`src/hdl/ldcb_pkg.sv`:
```
// ---------------------------------------------------------------------------
// ldcb_pkg: shared types and constants of the display command builder
// Request codes, queue entry layout, command bytes and the segment table.
// ---------------------------------------------------------------------------
`default_nettype none

package ldcb_pkg;

  // request operation codes
  typedef enum logic [2:0] {
    OP_NUMBER = 3'd0,
    OP_TIME   = 3'd1,
    OP_DIGIT  = 3'd2,
    OP_RAW    = 3'd3,
    OP_COLON  = 3'd4,
    OP_ENABLE = 3'd5,
    OP_CLEAR  = 3'd6,
    OP_IGNORE = 3'd7
  } op_t;

  // configuration register indexes
  typedef enum logic [2:0] {
    REG_BRIGHTNESS = 3'd0,
    REG_UNITS_ADDR = 3'd1,
    REG_TENS_ADDR  = 3'd2,
    REG_HUND_ADDR  = 3'd3,
    REG_THOU_ADDR  = 3'd4
  } cfg_reg_t;

  // byte phases of one position write
  typedef enum logic [1:0] {
    PH_DATA_CMD = 2'd0,
    PH_ADDR     = 2'd1,
    PH_SEGS     = 2'd2,
    PH_CTRL     = 2'd3
  } phase_t;

  typedef struct packed {
    logic [2:0] brightness;
    logic [2:0] units_address;
    logic [2:0] tens_address;
    logic [2:0] hundreds_address;
    logic [2:0] thousands_address;
  } cfg_t;

  // one queued position write (or a lone control byte)
  typedef struct packed {
    logic [2:0] addr;
    logic [7:0] segs;
    logic       ctrl_only;
    logic       disp_en;
    logic       last;
  } q_entry_t;

  localparam int unsigned LDCB_QUEUE_DEPTH = 4;

  localparam logic [7:0]  CMD_DATA    = 8'h44;
  localparam logic [7:0]  CMD_ADDR    = 8'hC0;
  localparam logic [7:0]  CMD_CTRL    = 8'h80;
  localparam logic [7:0]  CTRL_ON     = 8'h08;
  localparam logic [7:0]  COLON_BIT   = 8'h80;
  localparam logic [15:0] DIV10_MUL   = 16'd52429;
  localparam int unsigned DIV10_SHIFT = 19;

  localparam logic [2:0] RST_BRIGHTNESS = 3'd7;
  localparam logic [2:0] RST_UNITS_ADDR = 3'd3;
  localparam logic [2:0] RST_TENS_ADDR  = 3'd2;
  localparam logic [2:0] RST_HUND_ADDR  = 3'd1;
  localparam logic [2:0] RST_THOU_ADDR  = 3'd0;
  localparam logic [7:0] RST_HUND_CODE  = 8'hFF;

  // digit code to segments; codes above ten are blank
  function automatic logic [7:0] seg_lookup(input logic [7:0] code);
    logic [7:0] segs;
    case (code)
      8'd0:    segs = 8'h3F;
      8'd1:    segs = 8'h06;
      8'd2:    segs = 8'h5B;
      8'd3:    segs = 8'h4F;
      8'd4:    segs = 8'h66;
      8'd5:    segs = 8'h6D;
      8'd6:    segs = 8'h7D;
      8'd7:    segs = 8'h07;
      8'd8:    segs = 8'h7F;
      8'd9:    segs = 8'h6F;
      8'd10:   segs = 8'h80;
      default: segs = 8'h00;
    endcase
    return segs;
  endfunction

endpackage

`default_nettype wire

```
`src/hdl/ldcb_front.sv`:
```
// ---------------------------------------------------------------------------
// ldcb_front: request decoder
// Accepts requests, splits them into position writes and queues them.
// ---------------------------------------------------------------------------
`default_nettype none

module ldcb_front import ldcb_pkg::*; (
  input  logic       clk,
  input  logic       rst_n,
  input  logic       in_valid,
  output logic       in_ready,
  input  logic [2:0] in_operation,
  input  logic [15:0] in_number,
  input  logic [7:0] in_minutes,
  input  logic [7:0] in_seconds,
  input  logic [2:0] in_position_address,
  input  logic [7:0] in_digit_code,
  input  logic [7:0] in_raw_segments,
  input  logic       in_flag,
  input  cfg_t       cfg,
  output logic       push,
  output q_entry_t   push_entry,
  input  logic       q_full
);

  logic        busy_r, busy_nxt;
  op_t         op_r, op_nxt;
  logic [2:0]  step_r, step_nxt;
  logic [15:0] val_r, val_nxt;
  logic [7:0]  mins_r, mins_nxt;
  logic [2:0]  addr_r, addr_nxt;
  logic [7:0]  code_r, code_nxt;
  logic [7:0]  raw_r, raw_nxt;
  logic        colon_on_r, colon_on_nxt;
  logic        disp_en_r, disp_en_nxt;
  logic [7:0]  hund_code_r, hund_code_nxt;

  logic [31:0] prod;
  logic [12:0] quot;
  logic [15:0] quot16;
  logic [15:0] rem16;
  logic [3:0]  rem;

  logic        is_digit;
  logic        ctrl_only;
  logic        last_step;
  logic [7:0]  dcode;
  logic [2:0]  e_addr;
  logic [7:0]  raw_segs;
  logic        hund_match;
  logic [7:0]  segs;
  logic        last_push;
  logic        accept;

  // divide by ten through the reciprocal, remainder by shift and add
  assign prod   = val_r * DIV10_MUL;
  assign quot   = prod[31:DIV10_SHIFT];
  assign quot16 = {3'b000, quot};
  assign rem16  = val_r - ((quot16 << 3) + (quot16 << 1));
  assign rem    = rem16[3:0];

  always_comb begin
    is_digit  = 1'b1;
    ctrl_only = 1'b0;
    last_step = 1'b0;
    dcode     = {4'b0000, rem};
    e_addr    = cfg.units_address;
    raw_segs  = 8'h00;
    case (op_r)
      OP_NUMBER: begin
        case (step_r)
          3'd0: e_addr = cfg.units_address;
          3'd1: e_addr = cfg.tens_address;
          3'd2: e_addr = cfg.hundreds_address;
          default: begin
            e_addr    = cfg.thousands_address;
            dcode     = val_r[7:0];
            last_step = 1'b1;
          end
        endcase
      end
      OP_TIME: begin
        case (step_r)
          3'd0: e_addr = cfg.units_address;
          3'd1: e_addr = cfg.tens_address;
          3'd2: e_addr = cfg.hundreds_address;
          default: begin
            e_addr    = cfg.thousands_address;
            last_step = 1'b1;
          end
        endcase
      end
      OP_DIGIT: begin
        e_addr    = addr_r;
        dcode     = code_r;
        last_step = 1'b1;
      end
      OP_RAW: begin
        is_digit  = 1'b0;
        e_addr    = addr_r;
        raw_segs  = raw_r;
        last_step = 1'b1;
      end
      OP_COLON: begin
        e_addr    = cfg.hundreds_address;
        dcode     = hund_code_r;
        last_step = 1'b1;
      end
      OP_ENABLE: begin
        is_digit  = 1'b0;
        ctrl_only = 1'b1;
        last_step = 1'b1;
      end
      OP_CLEAR: begin
        case (step_r)
          3'd0: begin
            e_addr = cfg.hundreds_address;
            dcode  = hund_code_r;
          end
          3'd1: begin
            is_digit = 1'b0;
            e_addr   = cfg.thousands_address;
          end
          3'd2: begin
            is_digit = 1'b0;
            e_addr   = cfg.hundreds_address;
          end
          3'd3: begin
            is_digit = 1'b0;
            e_addr   = cfg.tens_address;
          end
          default: begin
            is_digit  = 1'b0;
            e_addr    = cfg.units_address;
            last_step = 1'b1;
          end
        endcase
      end
      default: begin
        is_digit  = 1'b0;
        last_step = 1'b1;
      end
    endcase
  end

  assign hund_match = is_digit && (e_addr == cfg.hundreds_address);
  assign segs = is_digit ?
                (seg_lookup(dcode) | ((hund_match && colon_on_r) ? COLON_BIT : 8'h00)) :
                raw_segs;

  assign push      = busy_r && !q_full;
  assign last_push = push && last_step;
  assign in_ready  = !busy_r || last_push;
  assign accept    = in_valid && in_ready;

  assign push_entry = '{addr: e_addr, segs: segs, ctrl_only: ctrl_only,
                        disp_en: disp_en_r, last: last_step};

  always_comb begin
    busy_nxt      = busy_r;
    op_nxt        = op_r;
    step_nxt      = step_r;
    val_nxt       = val_r;
    mins_nxt      = mins_r;
    addr_nxt      = addr_r;
    code_nxt      = code_r;
    raw_nxt       = raw_r;
    colon_on_nxt  = colon_on_r;
    disp_en_nxt   = disp_en_r;
    hund_code_nxt = hund_code_r;

    // advance through the position writes of the held request
    if (push) begin
      step_nxt = step_r + 3'd1;
      if (op_r == OP_TIME && step_r == 3'd1) begin
        val_nxt = {8'h00, mins_r};
      end else begin
        val_nxt = quot16;
      end
      if (hund_match) begin
        hund_code_nxt = dcode;
      end
      if (last_step) begin
        busy_nxt = 1'b0;
      end
    end

    // take the next request
    if (accept) begin
      op_nxt   = op_t'(in_operation);
      busy_nxt = (op_t'(in_operation) != OP_IGNORE);
      step_nxt = 3'd0;
      val_nxt  = (op_t'(in_operation) == OP_TIME) ? {8'h00, in_seconds} : in_number;
      mins_nxt = in_minutes;
      addr_nxt = in_position_address;
      code_nxt = in_digit_code;
      raw_nxt  = in_raw_segments;
      case (op_t'(in_operation))
        OP_COLON:  colon_on_nxt = in_flag;
        OP_ENABLE: disp_en_nxt  = in_flag;
        OP_CLEAR:  colon_on_nxt = 1'b0;
        default: ;
      endcase
    end
  end

  always_ff @(posedge clk) begin
    if (!rst_n) begin
      busy_r      <= 1'b0;
      colon_on_r  <= 1'b0;
      disp_en_r   <= 1'b1;
      hund_code_r <= RST_HUND_CODE;
    end else begin
      busy_r      <= busy_nxt;
      colon_on_r  <= colon_on_nxt;
      disp_en_r   <= disp_en_nxt;
      hund_code_r <= hund_code_nxt;
    end
  end

  always_ff @(posedge clk) begin
    op_r   <= op_nxt;
    step_r <= step_nxt;
    val_r  <= val_nxt;
    mins_r <= mins_nxt;
    addr_r <= addr_nxt;
    code_r <= code_nxt;
    raw_r  <= raw_nxt;
  end

endmodule

`default_nettype wire

```
`src/hdl/ldcb_queue.sv`:
```
// ---------------------------------------------------------------------------
// ldcb_queue: position write queue
// Small first-in first-out buffer between the decoder and the byte sender.
// ---------------------------------------------------------------------------
`default_nettype none

module ldcb_queue import ldcb_pkg::*; #(
  parameter int unsigned DEPTH = LDCB_QUEUE_DEPTH
) (
  input  logic     clk,
  input  logic     rst_n,
  input  logic     push,
  input  q_entry_t push_entry,
  output logic     full,
  input  logic     pop,
  output q_entry_t head,
  output logic     not_empty
);

  localparam int unsigned PTR_W = (DEPTH > 1) ? $clog2(DEPTH) : 1;
  localparam int unsigned CNT_W = $clog2(DEPTH + 1);
  localparam logic [PTR_W-1:0] PTR_LAST = PTR_W'(DEPTH - 1);

  q_entry_t         mem_r [DEPTH];
  logic [PTR_W-1:0] wr_ptr_r, wr_ptr_nxt;
  logic [PTR_W-1:0] rd_ptr_r, rd_ptr_nxt;
  logic [CNT_W-1:0] count_r, count_nxt;

  assign full      = (count_r == CNT_W'(DEPTH));
  assign not_empty = (count_r != '0);
  assign head      = mem_r[rd_ptr_r];

  always_comb begin
    wr_ptr_nxt = wr_ptr_r;
    rd_ptr_nxt = rd_ptr_r;
    if (push) begin
      wr_ptr_nxt = (wr_ptr_r == PTR_LAST) ? '0 : wr_ptr_r + 1'b1;
    end
    if (pop) begin
      rd_ptr_nxt = (rd_ptr_r == PTR_LAST) ? '0 : rd_ptr_r + 1'b1;
    end
    count_nxt = count_r + CNT_W'(push) - CNT_W'(pop);
  end

  always_ff @(posedge clk) begin
    if (!rst_n) begin
      wr_ptr_r <= '0;
      rd_ptr_r <= '0;
      count_r  <= '0;
    end else begin
      wr_ptr_r <= wr_ptr_nxt;
      rd_ptr_r <= rd_ptr_nxt;
      count_r  <= count_nxt;
    end
  end

  always_ff @(posedge clk) begin
    if (push) begin
      mem_r[wr_ptr_r] <= push_entry;
    end
  end

endmodule

`default_nettype wire

```
`src/hdl/ldcb_back.sv`:
```
// ---------------------------------------------------------------------------
// ldcb_back: byte sender
// Expands each queued position write into link bytes behind an output register.
// ---------------------------------------------------------------------------
`default_nettype none

module ldcb_back import ldcb_pkg::*; (
  input  logic       clk,
  input  logic       rst_n,
  input  logic       q_valid,
  input  q_entry_t   head,
  output logic       pop,
  input  logic [2:0] brightness,
  output logic       out_valid,
  input  logic       out_ready,
  output logic [7:0] out_tx_byte,
  output logic       out_start_before,
  output logic       out_stop_after,
  output logic       out_last
);

  phase_t     phase_r, phase_nxt;
  phase_t     cur_ph;
  logic       load;
  logic [7:0] byte_val;
  logic       start_val, stop_val, last_val;

  logic       valid_r, valid_nxt;
  logic [7:0] tx_r;
  logic       start_r, stop_r, last_r;

  assign cur_ph = head.ctrl_only ? PH_CTRL : phase_r;
  assign load   = q_valid && (!valid_r || out_ready);
  assign pop    = load && (cur_ph == PH_CTRL);

  always_comb begin
    byte_val  = CMD_DATA;
    start_val = 1'b1;
    stop_val  = 1'b1;
    last_val  = 1'b0;
    phase_nxt = phase_r;
    case (cur_ph)
      PH_DATA_CMD: begin
        if (load) phase_nxt = PH_ADDR;
      end
      PH_ADDR: begin
        byte_val = CMD_ADDR | {5'b00000, head.addr};
        stop_val = 1'b0;
        if (load) phase_nxt = PH_SEGS;
      end
      PH_SEGS: begin
        byte_val  = head.segs;
        start_val = 1'b0;
        if (load) phase_nxt = PH_CTRL;
      end
      PH_CTRL: begin
        byte_val = CMD_CTRL | {5'b00000, brightness} | (head.disp_en ? CTRL_ON : 8'h00);
        last_val = head.last;
        if (load) phase_nxt = PH_DATA_CMD;
      end
      default: begin
        if (load) phase_nxt = PH_ADDR;
      end
    endcase
  end

  always_comb begin
    valid_nxt = valid_r;
    if (load) begin
      valid_nxt = 1'b1;
    end else if (out_ready) begin
      valid_nxt = 1'b0;
    end
  end

  always_ff @(posedge clk) begin
    if (!rst_n) begin
      phase_r <= PH_DATA_CMD;
      valid_r <= 1'b0;
    end else begin
      phase_r <= phase_nxt;
      valid_r <= valid_nxt;
    end
  end

  always_ff @(posedge clk) begin
    if (load) begin
      tx_r    <= byte_val;
      start_r <= start_val;
      stop_r  <= stop_val;
      last_r  <= last_val;
    end
  end

  assign out_valid        = valid_r;
  assign out_tx_byte      = tx_r;
  assign out_start_before = start_r;
  assign out_stop_after   = stop_r;
  assign out_last         = last_r;

endmodule

`default_nettype wire

```
`src/hdl/led_digit_display_command_builder.sv`:
```
// ---------------------------------------------------------------------------
// led_digit_display_command_builder: seven-segment link command builder
// Turns display requests into marked byte transfers for a four-digit driver.
// ---------------------------------------------------------------------------
// Usage:
//   in_*  : one display request per handshake (number, time, digit, raw
//           segments, colon, enable, clear); operation 7 is taken and dropped.
//   out_* : one link byte per handshake, with start/stop markers and out_last
//           on the final byte of a request.
//   cfg_* : register writes (brightness and the four grid addresses), always
//           ready; write only while the block is idle.
// Path: a request is registered in the decoder, written into the queue and
//   then loaded into the output register, where its first byte is offered.
// Throughput: one byte per cycle while out_ready stays high and the queue
//   holds writes. A request gives 1 byte (enable), 4 (digit, raw, colon),
//   16 (number, time) or 20 (clear). The byte sender sets the rate; the
//   decoder pushes writes whenever the queue has room, running ahead by up to
//   QUEUE_DEPTH writes, so it accepts the next request while bytes drain.
// Reset: rst_n low clears the queue and output register, restores the
//   register defaults, colon off, display on and a blank hundreds code.
// Stall: while out_ready is low the output byte holds; the queue fills and
//   then in_ready drops until the sender moves again.
// ---------------------------------------------------------------------------
`default_nettype none

module led_digit_display_command_builder import ldcb_pkg::*; #(
  parameter int unsigned QUEUE_DEPTH = LDCB_QUEUE_DEPTH
) (
  input  logic        clk,
  input  logic        rst_n,
  // request channel
  input  logic        in_valid,
  output logic        in_ready,
  input  logic [2:0]  in_operation,
  input  logic [15:0] in_number,
  input  logic [7:0]  in_minutes,
  input  logic [7:0]  in_seconds,
  input  logic [2:0]  in_position_address,
  input  logic [7:0]  in_digit_code,
  input  logic [7:0]  in_raw_segments,
  input  logic        in_flag,
  // byte channel
  output logic        out_valid,
  input  logic        out_ready,
  output logic [7:0]  out_tx_byte,
  output logic        out_start_before,
  output logic        out_stop_after,
  output logic        out_last,
  // register write channel
  input  logic        cfg_valid,
  output logic        cfg_ready,
  input  logic [2:0]  cfg_index,
  input  logic [2:0]  cfg_data
);

  cfg_t     cfg_r, cfg_nxt;
  logic     push;
  q_entry_t push_entry;
  logic     q_full;
  logic     pop;
  q_entry_t head;
  logic     q_valid;

  // registers are always writable; unused indexes are dropped
  assign cfg_ready = 1'b1;

  always_comb begin
    cfg_nxt = cfg_r;
    if (cfg_valid) begin
      case (cfg_reg_t'(cfg_index))
        REG_BRIGHTNESS: cfg_nxt.brightness        = cfg_data;
        REG_UNITS_ADDR: cfg_nxt.units_address     = cfg_data;
        REG_TENS_ADDR:  cfg_nxt.tens_address      = cfg_data;
        REG_HUND_ADDR:  cfg_nxt.hundreds_address  = cfg_data;
        REG_THOU_ADDR:  cfg_nxt.thousands_address = cfg_data;
        default: ;
      endcase
    end
  end

  always_ff @(posedge clk) begin
    if (!rst_n) begin
      cfg_r <= '{brightness: RST_BRIGHTNESS, units_address: RST_UNITS_ADDR,
                 tens_address: RST_TENS_ADDR, hundreds_address: RST_HUND_ADDR,
                 thousands_address: RST_THOU_ADDR};
    end else begin
      cfg_r <= cfg_nxt;
    end
  end

  // decode requests into position writes
  ldcb_front u_front (
    .clk                 (clk),
    .rst_n               (rst_n),
    .in_valid            (in_valid),
    .in_ready            (in_ready),
    .in_operation        (in_operation),
    .in_number           (in_number),
    .in_minutes          (in_minutes),
    .in_seconds          (in_seconds),
    .in_position_address (in_position_address),
    .in_digit_code       (in_digit_code),
    .in_raw_segments     (in_raw_segments),
    .in_flag             (in_flag),
    .cfg                 (cfg_r),
    .push                (push),
    .push_entry          (push_entry),
    .q_full              (q_full)
  );

  // hold pending position writes so each side stalls on its own
  ldcb_queue #(
    .DEPTH (QUEUE_DEPTH)
  ) u_queue (
    .clk        (clk),
    .rst_n      (rst_n),
    .push       (push),
    .push_entry (push_entry),
    .full       (q_full),
    .pop        (pop),
    .head       (head),
    .not_empty  (q_valid)
  );

  // expand each write into link bytes
  ldcb_back u_back (
    .clk              (clk),
    .rst_n            (rst_n),
    .q_valid          (q_valid),
    .head             (head),
    .pop              (pop),
    .brightness       (cfg_r.brightness),
    .out_valid        (out_valid),
    .out_ready        (out_ready),
    .out_tx_byte      (out_tx_byte),
    .out_start_before (out_start_before),
    .out_stop_after   (out_stop_after),
    .out_last         (out_last)
  );

endmodule

`default_nettype wire

```
`config.mk`:
```
export PLATFORM = sky130hd
export DESIGN_NAME = led_digit_display_command_builder
export DESIGN_NICKNAME = d
export VERILOG_FILES = /design/src/hdl/ldcb_pkg.sv /design/src/hdl/ldcb_front.sv /design/src/hdl/ldcb_queue.sv /design/src/hdl/ldcb_back.sv /design/src/hdl/led_digit_display_command_builder.sv
export SDC_FILE = /design/constraint.sdc
export NUM_CORES = 1
export LEC_CHECK = 0
export ABC_AREA = 1
export BUFFER_PORTS_ARGS = -buffer_cell sky130_fd_sc_hd__buf_2
export CAP_MARGIN = 40
export CORE_ASPECT_RATIO = 0.6
export CORE_MARGIN = 5
export CORE_UTILIZATION = 50
export DETAILED_ROUTE_END_ITERATION = 12
export GPL_TIMING_DRIVEN = 0
export HOLD_SLACK_MARGIN = 0.1
export PLACE_DENSITY = 0.74
export SLEW_MARGIN = 20
export SYNTH_ARGS = -nofsm -noshare
export SYNTH_HDL_FRONTEND = slang
export SYNTH_HIERARCHICAL = 1
export SYNTH_SLANG_ARGS = --single-unit
```
`constraint.sdc`:
```
create_clock -name clk -period 10.2 [get_ports clk]
set_input_delay 0 -clock clk [delete_from_list [all_inputs] [get_ports clk]]
set_output_delay 0 -clock clk [all_outputs]
set_load 0.05 [all_outputs]
```
==> impl_metrics.ini <==
[outcome]
status = finished clean

[synthesis]
synthArstFlopShare = 0
synthFlopType = edfxtp_1
ys_warn_count = 6
synthTopCellsByCount = nand2_1 (314), inv_1 (297), ha_1 (155)
netlist_top_cells_area = edfxtp_1 (27%), ha_1 (16%), fa_1 (13%), nand2_1 (9.4%), inv_1 (8.9%)
synth_edf_count = 113
synthMostInstantiatedCell = nand2_1
seq_area_frac_synth = 0.337
yosysUniqueCellTypes = 51
syn_area_um2 = 12500
synth.largest_area_cell = edfxtp_1
avgSynthCellArea_um2 = 8.83
yosys_register_bits = 154
synth_top_area_frac = 0.271
synthCells = 1417
syn_nets = 1719

[worst_setup_path]
slowest_stage = edfxtp_1
required_ns = 10.36
crit_arrival_ns = 7.25
cp_max_fo = 6
endpoint_kind = register
cp-start-kind = register
worstSetupPathType = reg2reg
cp_common_cell = nand2_1
slowest_delay_ns = 0.62

[timing]
setup_violations = 0
max-slew-margin-rel = 0.457
holdWs_ns = 0.158
min_period_ns = 7.09
max_freq_mhz = 141
hold_viol = 0
tns_ns = 0
skew_ns = 0.0113
post-route-period-util = 0.695
worst_pin_slew_ns = 0.813
finalMaxSlewViolations = 0
rsz0062_at_grt = no

[global_route]
antenna_found_initial = 1
grt_max_degree = 21
grt_pass1_wl_um = 52900
grtUsageTotal = 0.234
grt_pass1_vias = 10108
grt_overflow = 0

[clock_network]
root_buffer = clkbuf_16
cts_resized = 0
tritoncts = built
cts_setup_buffers = 0
clk_latency_ns = 0.42
cts_buffers = 17
cts_sinks = 154
clkTransAtPathRegs_ns = 0.06
cts_max_level = 4
clock_path_buffers = 2

[drt]
vias = 10101
wl_per_cell_um = 17.1
ant_nets = 0
finalWirelength_um = 33000
viasPerCell = 5.23
drt_first_iter_violations = 970
drc = 0
dr.pass1.iters = 5

[cells_and_area]
multi_input_area_um2 = 6960
syn_to_final_growth_pct = 17.3
fin_nets = 1896
drive_gt1_frac = 0.114
postLayoutCellArea_um2 = 14700
seq_area_um2 = 4210
fillers = 2109

[die]
start_util = 0.513
io_pins = 80
fp.dieW_um = 214
rows = 44
dieArea_um2 = 28400
core_um2 = 24400
die_h_um = 133

[worst_hold_path]
worstHoldPathType = in2reg

[place]
place_congestion = 1.00
dp_hpwl_um = 26000
io_buffers = 78
dpl_cell_area_um2 = 13300

[job]
max-cap-violations = 0
==> routing by layer <==
metal | wire (um) | GRT usage | share of wire | up-vias
li1 | - | - | - | 4893
met1 | 15800 | 0.359 | 0.48 | 4743
met2 | 13300 | 0.337 | 0.40 | 427
met3 | 3420 | 0.0566 | 0.10 | 38
met4 | 480 | 0.0479 | 0.015 | 0
met5 | 0 | 0 | 0 | -
==> critical path, delay by kind of cell (launching register included) <==
family / cells / cell delay, ns
simple gates: 13 / 1.59
compound gates: 1 / 0.33
buf+inv: 7 / 0.52
flops: 1 / 0.62
fa+ha+maj: 9 / 3.77
==> sequential cells by signal, indices dropped and copies added (netlist names), named ones only <==
name	count
cfg_r	15
u_back/out_last	1
u_back/out_start_before	1
u_back/out_stop_after	1
u_back/out_tx_byte	8
u_back/out_valid	1
u_back/phase_r	2
u_front/addr_r	3
u_front/busy_r	1
u_front/code_r	8
u_front/colon_on_r	1
u_front/disp_en_r	1
u_front/hund_code_r	8
u_front/mins_r	8
u_front/op_r	3
u_front/raw_r	8
u_front/step_r	3
u_front/val_r	16
u_queue/count_r	3
u_queue/mem_r	56
u_queue/rd_ptr_r	2
u_queue/wr_ptr_r	2
==> path summary, 6_finish.rpt <==
| check | startpoint | to | slack (ns) | cells after the start |
|---|---|---|---|---|
| worst max-delay path | u_front/val_r[6] | u_queue/mem_r[1][10] | 3.11 | 30 |
| worst max register to register | u_front/val_r[6] | u_queue/mem_r[1][10] | 3.11 | 30 |
| worst min-delay path | in_number[1] | u_front/val_r[1] | 0.16 | 4 |
| worst min register to register | u_front/colon_on_r | u_front/colon_on_r | 0.46 | 2 |
==> cells by family after synthesis <==
family | after synthesis | synth area share
DFF | 154 | 0.337
AOI/OAI and AO/OA | 161 | 0.0805
adders and majority gates | 236 | 0.285
buffers and inverters | 324 | 0.107
xor gates and xnor gates | 15 | 0.0105
other | 1 | 0.000300
and+or+nand+nor | 526 | 0.180
==> placed cells by master, fill, tap and decap left out, drive strengths merged, types with 3 or more instances in the layout <==
cell type and instances:
buf 100, nand4 7, o211ai 14, o21a 4, xor2 9, inv 304
nand3 83, o21ai 53, ha 155, a221oi 3, nor2 88, a21o 9
xnor2 6, dfxtp 41, o21bai 3, clkbuf 21, nor4 3, nor3 7
a21oi 66, clkinv 9, dlygate4sd3 77, fa 81, edfxtp 113, nand2 331
==> what timing repair did <==
| action | in CTS | in global routing |
|---|---|---|
| hold buffers | 77 | 0 |
| endpoints found under the hold margin | 76 | 0 |
| endpoints found under the setup margin | 0 | 0 |
==> area by class of cell <==
class                   instances  share of cell area
multi-input cells             939               0.475
plain buffers                  20              0.0128
diodes                          1            0.000171
clock inverters                12             0.00683
flip-flops and latches        154               0.287
well taps                     322              0.0275
inverters                     304              0.0782
clock buffers                  20              0.0305
repair buffers                158              0.0819
==> metrics by stage <==
step           cells  worst slack (ns)   util
2_1_floorplan   1417              4.32      -
3_3_place_gp    1817              3.34  0.545
3_5_place_dp    1819              3.26  0.547
4_1_cts         1928              3.22  0.601
5_1_grt         1930              2.80  0.601
6_report        1930              3.11  0.601
Power is left out: the tool's default activity adds up to more than one toggle a clock period on the data nets, which glitch-free logic cannot reach.
